[src/s2o_pkg.sv]
package s2o_pkg;

  localparam int unsigned ByteW   = 8;
  localparam int unsigned SeptetW = 7;
  localparam int unsigned PhaseW  = 3;

  // tuser bit positions on the output side
  localparam int unsigned UserHasByte = 0;
  localparam int unsigned UserResync  = 1;
  localparam int unsigned UserW       = 2;

  typedef struct packed {
    logic             has_byte;
    logic [ByteW-1:0] data_byte;
    logic             resync;
  } s2o_result_t;

  // Octet for phase k (1..7): held bits k-1 upward, topped by the low k bits of the new byte.
  function automatic logic [ByteW-1:0] s2o_octet(input logic [SeptetW-1:0] held,
                                                 input logic [ByteW-1:0]   cur,
                                                 input logic [PhaseW-1:0]  k);
    logic [ByteW-1:0] low_part;
    logic [ByteW-1:0] mask;
    logic [ByteW-1:0] high_part;
    logic [3:0]       up_shift;
    low_part  = {1'b0, held} >> (k - PhaseW'(1));
    mask      = (ByteW'(1) << k) - ByteW'(1);
    up_shift  = 4'(ByteW) - {1'b0, k};
    high_part = (cur & mask) << up_shift;
    return low_part | high_part;
  endfunction

endpackage

[src/s2o_core.sv]
module s2o_core (
  input  logic                      clk_i,
  input  logic                      rst_ni,
  input  logic                      accept_i,
  input  logic [s2o_pkg::ByteW-1:0] byte_i,
  output s2o_pkg::s2o_result_t      result_o
);
  import s2o_pkg::*;

  logic [PhaseW-1:0]  phase_q, phase_d;
  logic [SeptetW-1:0] held_q, held_d;
  logic               mark;

  assign mark = byte_i[ByteW-1];

  always_comb begin
    result_o = '0;
    phase_d  = phase_q;
    held_d   = held_q;
    if (mark) begin
      result_o.resync = 1'b1;
    end else begin
      if (phase_q != '0) begin
        result_o.has_byte  = 1'b1;
        result_o.data_byte = s2o_octet(held_q, byte_i, phase_q);
      end
    end
    if (accept_i) begin
      if (mark) begin
        phase_d = '0;
      end else begin
        phase_d = phase_q + PhaseW'(1);
        held_d  = byte_i[SeptetW-1:0];
      end
    end
  end

  always_ff @(posedge clk_i or negedge rst_ni) begin
    if (!rst_ni) begin
      phase_q <= '0;
      held_q  <= '0;
    end else begin
      phase_q <= phase_d;
      held_q  <= held_d;
    end
  end

endmodule

[src/s2o_out_reg.sv]
module s2o_out_reg (
  input  logic                 clk_i,
  input  logic                 rst_ni,
  input  logic                 load_i,
  input  s2o_pkg::s2o_result_t result_i,
  input  logic                 take_i,
  output logic                 valid_o,
  output s2o_pkg::s2o_result_t result_o
);
  import s2o_pkg::*;

  logic        valid_q, valid_d;
  s2o_result_t data_q;

  assign valid_d = load_i | (valid_q & ~take_i);

  always_ff @(posedge clk_i or negedge rst_ni) begin
    if (!rst_ni) begin
      valid_q <= 1'b0;
    end else begin
      valid_q <= valid_d;
    end
  end

  always_ff @(posedge clk_i) begin
    if (load_i) begin
      data_q <= result_i;
    end
  end

  assign valid_o  = valid_q;
  assign result_o = data_q;

endmodule

[src/septet_to_octet_unpacker.sv]
// Septet-to-octet unpacker.
// Slave channel: one stream byte per item on s_axis_tdata_i. Bytes with bit 7
// clear are septets; eight of them unpack into seven octets, low bits first.
// A byte with bit 7 set is a resync marker and restarts the group.
// Master channel: one item per input item. tdata carries the octet, tuser[0]
// says an octet is present, tuser[1] flags a resync. Without an octet tdata is 0.
// Latency: the result of an item is offered on the cycle after it is taken.
// Throughput: one item per cycle unless the receiver stalls; the only work is
// a shift and mask between the group state registers and the output register.
// Reset clears the phase, the held septet and the output valid flag.
// If the receiver stalls, the result holds in the output register and the
// slave side stops accepting; s_axis_tready_o is high whenever the output
// register is empty or is being drained in the same cycle.
module septet_to_octet_unpacker (
  input  logic                        clk_i,
  input  logic                        rst_ni,
  input  logic                        s_axis_tvalid_i,
  output logic                        s_axis_tready_o,
  input  logic [s2o_pkg::ByteW-1:0]   s_axis_tdata_i,   // [7:0] in_byte
  output logic                        m_axis_tvalid_o,
  input  logic                        m_axis_tready_i,
  output logic [s2o_pkg::ByteW-1:0]   m_axis_tdata_o,   // [7:0] data_byte
  output logic [s2o_pkg::UserW-1:0]   m_axis_tuser_o    // [0] has_byte, [1] resync
);
  import s2o_pkg::*;

  logic        in_accept;
  logic        out_take;
  s2o_result_t step_res;
  s2o_result_t out_res;

  assign out_take        = m_axis_tvalid_o & m_axis_tready_i;
  assign s_axis_tready_o = ~m_axis_tvalid_o | m_axis_tready_i;
  assign in_accept       = s_axis_tvalid_i & s_axis_tready_o;

  s2o_core u_core (
    .clk_i    (clk_i),
    .rst_ni   (rst_ni),
    .accept_i (in_accept),
    .byte_i   (s_axis_tdata_i),
    .result_o (step_res)
  );

  s2o_out_reg u_out (
    .clk_i    (clk_i),
    .rst_ni   (rst_ni),
    .load_i   (in_accept),
    .result_i (step_res),
    .take_i   (out_take),
    .valid_o  (m_axis_tvalid_o),
    .result_o (out_res)
  );

  assign m_axis_tdata_o              = out_res.data_byte;
  assign m_axis_tuser_o[UserHasByte] = out_res.has_byte;
  assign m_axis_tuser_o[UserResync]  = out_res.resync;

endmodule

[config.mk]
export PLATFORM = sky130hd
export DESIGN_NAME = septet_to_octet_unpacker
export DESIGN_NICKNAME = d
export VERILOG_FILES = /design/src/s2o_pkg.sv /design/src/s2o_core.sv /design/src/s2o_out_reg.sv /design/src/septet_to_octet_unpacker.sv
export SDC_FILE = /design/constraint.sdc
export NUM_CORES = 1
export LEC_CHECK = 0
export ABC_AREA = 1
export BUFFER_PORTS_ARGS = -buffer_cell sky130_fd_sc_hd__buf_4
export CORE_UTILIZATION = 50
export DETAILED_ROUTE_END_ITERATION = 12
export PLACE_DENSITY = 0.69
export SLEW_MARGIN = 20
export SYNTH_ARGS = -nofsm -noshare
export SYNTH_HDL_FRONTEND = slang
export SYNTH_SLANG_ARGS = --single-unit
[constraint.sdc]
create_clock -name clk_i -period 7.4 [get_ports clk_i]
set_clock_uncertainty 0.1 [all_clocks]
set_input_delay 1.48 -clock clk_i [delete_from_list [all_inputs] [get_ports clk_i]]
set_output_delay 1.48 -clock clk_i [all_outputs]
set_load 0.02 [all_outputs]
==> impl_results.rst <==
.. list-table::
   :header-rows: 1

   * - Metric
     - Value
   * - DRT antenna net count
     - 0
   * - Setup total negative slack
     - 0 ns
   * - Tcrit/Tclk final
     - between 40% and 50%
   * - Most common library cell in the layout ignoring fill and taps
     - nand2_1
   * - Seq/Total Area, Yosys
     - 37.3%
   * - Clock Pin Slew Worst Setup and Hold Paths
     - 0.12 ns
   * - CTS root buffer
     - clkbuf_4
   * - Arrival time reported for the critical path endpoint
     - 1.85 ns
   * - Violated checks
     - DRC
   * - Clock group share of total power
     - 11.7%
   * - Maximum number of pins on one net before global-route repair
     - 26
   * - Proportion of layout cells with a drive suffix above 1
     - 15.7%
   * - Number of flip-flops and latches in the synthesized netlist
     - 21
   * - # IOs
     - 24
   * - Via count of the first global-routing pass
     - 1228
   * - Clock insertion delay at the later pin of the skew report
     - around 0.3 ns
   * - Starting density of the core
     - 54.5%
   * - DR WL/cell
     - 12.9 um
   * - VDD IR max
     - 158 uV
   * - Post-CTS setup repair buffer count
     - 0
   * - Net switching power figure
     - 214 uW
   * - Internal portion of total power
     - 256 uW
   * - Maximum clock insertion buffer count
     - 2
   * - TritonCTS sink count
     - 21
   * - Worst rel slew slack
     - 51.6%
   * - Share of total power in combinational logic
     - 54.6%
   * - Total gr overflow
     - 0
   * - Final max-slew violation count
     - 0
   * - Clock tree from TritonCTS
     - built
   * - Placed wire-length estimate
     - 2550 um
   * - Placer congestion estimate
     - 0.901
   * - Die H
     - between 50 and 60 um
   * - DR DRC count
     - 4
   * - Post-synthesis cell area
     - between 1500 and 2000 um^2
   * - X dimension of the die
     - about 58 um
   * - Startpoint types
     - input port
   * - Drt first-iter violations
     - between 40 and 50
   * - Most used cells in the layout excluding fill and tap cells
     - nand2_1, nand3_1, inv_1, buf_4
   * - Worst Setup Slack post-DPL
     - 3.97 ns
   * - Power density relative to cell area
     - ~270 nW/um^2
   * - Final hold violation count
     - 0
   * - Combined global-route utilization of all metal layers
     - 21.8%
   * - Run status
     - complete, but fails checks
   * - Fmax
     - between 200 and 300 MHz
   * - Switching part of the total power
     - 45.6%
   * - Synthesized instance count
     - 208
   * - Vias after detailed routing
     - 1435
   * - Part of the total power dissipated in sequential elements
     - 33.7%
   * - Least-Margin Pin Slew
     - 0.727 ns
   * - Number of gates resized after cts
     - 0
   * - Setup Viol. Count Final
     - 0
   * - Peak fanout along the critical path
     - 3
   * - First-pass GRT wire length
     - 5620 um
   * - Required time at the endpoint of the critical path
     - about 5.8 ns
   * - Finished Core Util
     - 62.0%
   * - Number of nets in the layout
     - 252
   * - Leakage power summed over all cells
     - roughly 0.85 nW
   * - Syn nets
     - 230
   * - Number of port buffers
     - 23
   * - Placeable core area
     - approximately 2800 um^2
   * - Drt first pass iters
     - 8
   * - Number of buffers created by CTS
     - 3
   * - Endpoint kind of the worst setup timing path
     - output pin
   * - Ratio of routed vias to standard cells
     - 5.52
   * - Overall routed net length
     - 3340 um
   * - Synthesized area divided by synthesized cell count
     - about 7.4 um^2
   * - Number of levels in the clock H-tree
     - 1
   * - Number of buffers added to fix hold violations after cts
     - 0
   * - Number of warnings issued by yosys
     - 0
   * - Final antenna diode count
     - 0
   * - Post-synthesis cell type count
     - 30
   * - Total die area
     - about 3300 um^2
   * - Worst hold path type
     - reg2reg
   * - Type of the setup path with the least slack
     - in2out
   * - Unrepaired setup endpoints after global routing
     - false
   * - Number of placement rows
     - 19
   * - Initial antenna violation count
     - 0
   * - Syn-to-layout area delta
     - 13.7%
   * - Post-route minimum period
     - 3.43 ns
   * - Total of max-cap violations
     - 0
   * - Minimum setup slack in the final design
     - 3.97 ns
-- worst paths after layout --
check / slack, ns / end / cells after the start / startpoint
min in group asynchronous: 0.88 / u_core.held_q[2]$_DFFE_PN0P_ / 1 / rst_ni
max reg2reg: 4.20 / u_out.result_o[8]$_SDFFCE_PP0P_ / 12 / u_core.phase_q[0]$_DFFE_PN0P_
max: 3.97 / s_axis_tready_o / 4 / m_axis_tready_i
min reg2reg: 0.41 / u_core.held_q[0]$_DFFE_PN0P_ / 2 / u_core.held_q[0]$_DFFE_PN0P_
min: 0.41 / u_core.held_q[0]$_DFFE_PN0P_ / 2 / u_core.held_q[0]$_DFFE_PN0P_
max in group asynchronous: 6.17 / u_core.held_q[6]$_DFFE_PN0P_ / 1 / rst_ni
-- per-layer routing --
metal  global-route usage (%)  routed length [um]  up-vias
met5                        0                   0        -
met4                     5.23                  36        0
met3                     2.95                 185        4
met2                     36.4                1520       43
met1                     30.0                1600      655
li1                         -                   -      733
-- logic make-up after synthesis --
group	Yosys count	share of synthesized area, %
adders and majority gates	10	8.12
buffers and inverters	30	7.55
muxes	3	2.11
AOI/OAI and AO/OA	38	13.6
and+or+nand+nor	104	30.2
DFF	21	37.3
xor gates and xnor gates	2	1.14
-- sequential cells by signal (all words and copies together), names as in the netlist --
name and cells:
u_core.held_q 7, u_out.valid_o 1, u_out.result_o 10, u_core.phase_q 3
-- critical path: stages --
cell and delay [ns]:
buf_4 0.11, inv_1 0.04, nand2_1 0.07, buf_4 0.16
-- stage by stage --
stage	total power, mW	hold slack, ns	instances	cell area [um^2]
2_1_floorplan	0.355	0.348	208	1540
3_5_place_dp	0.412	0.375	256	1730
4_1_cts	0.469	0.403	260	1750
6_report	0.470	0.406	260	1750
5_1_grt	0.512	0.414	260	1750
3_3_place_gp	0.408	0.365	256	1730
-- synthesized netlist by cell type --
library cell | instances | area [um^2]
a21oi_1 | 13 | 65.1
a21oi_2 | 1 | 8.76
a31oi_1 | 3 | 18.8
buf_2 | 3 | 15.0
clkbuf_1 | 3 | 11.3
dfrtp_1 | 11 | 275
edfxtp_1 | 10 | 300
ha_1 | 10 | 125
inv_1 | 23 | 86.3
inv_2 | 1 | 3.75
mux2_2 | 2 | 22.5
mux2i_1 | 1 | 10.0
nand2_1 | 51 | 191
nand2_2 | 2 | 12.5
nand2_4 | 2 | 22.5
nand3_1 | 26 | 130
nand3b_1 | 1 | 7.51
nand4_1 | 2 | 12.5
nor2_1 | 14 | 52.6
nor3_1 | 1 | 5.00
o211ai_1 | 2 | 15.0
o21ai_0 | 14 | 70.1
o21ai_1 | 1 | 5.00
o21bai_1 | 1 | 7.51
o22ai_1 | 3 | 18.8
or2_0 | 1 | 6.26
or2_1 | 2 | 12.5
or2_2 | 2 | 12.5
xnor2_1 | 1 | 8.76
xor2_1 | 1 | 8.76
-- area by class of cell --
cell class                      count  area (um^2)
Timing Repair Buffer               23          173
Multi-Input combinational cell    157          850
Tap cell                           31         38.8
Inverter                           24         90.1
Sequential cell                    21          576
Clock buffer                        4         26.3
Fill cell                         269         1080
-- power groups by stage --
stage / Sequential (mW) / Clock, mW / Combinational, mW
4_1_cts: 0.158 / 0.0582 / 0.252
3_3_place_gp: 0.160 / 0 / 0.247
3_5_place_dp: 0.161 / 0 / 0.251
2_1_floorplan: 0.164 / 0 / 0.192
6_report: 0.158 / 0.0550 / 0.256
5_1_grt: 0.160 / 0.0618 / 0.290
Power figures use the tool's default switching activity.
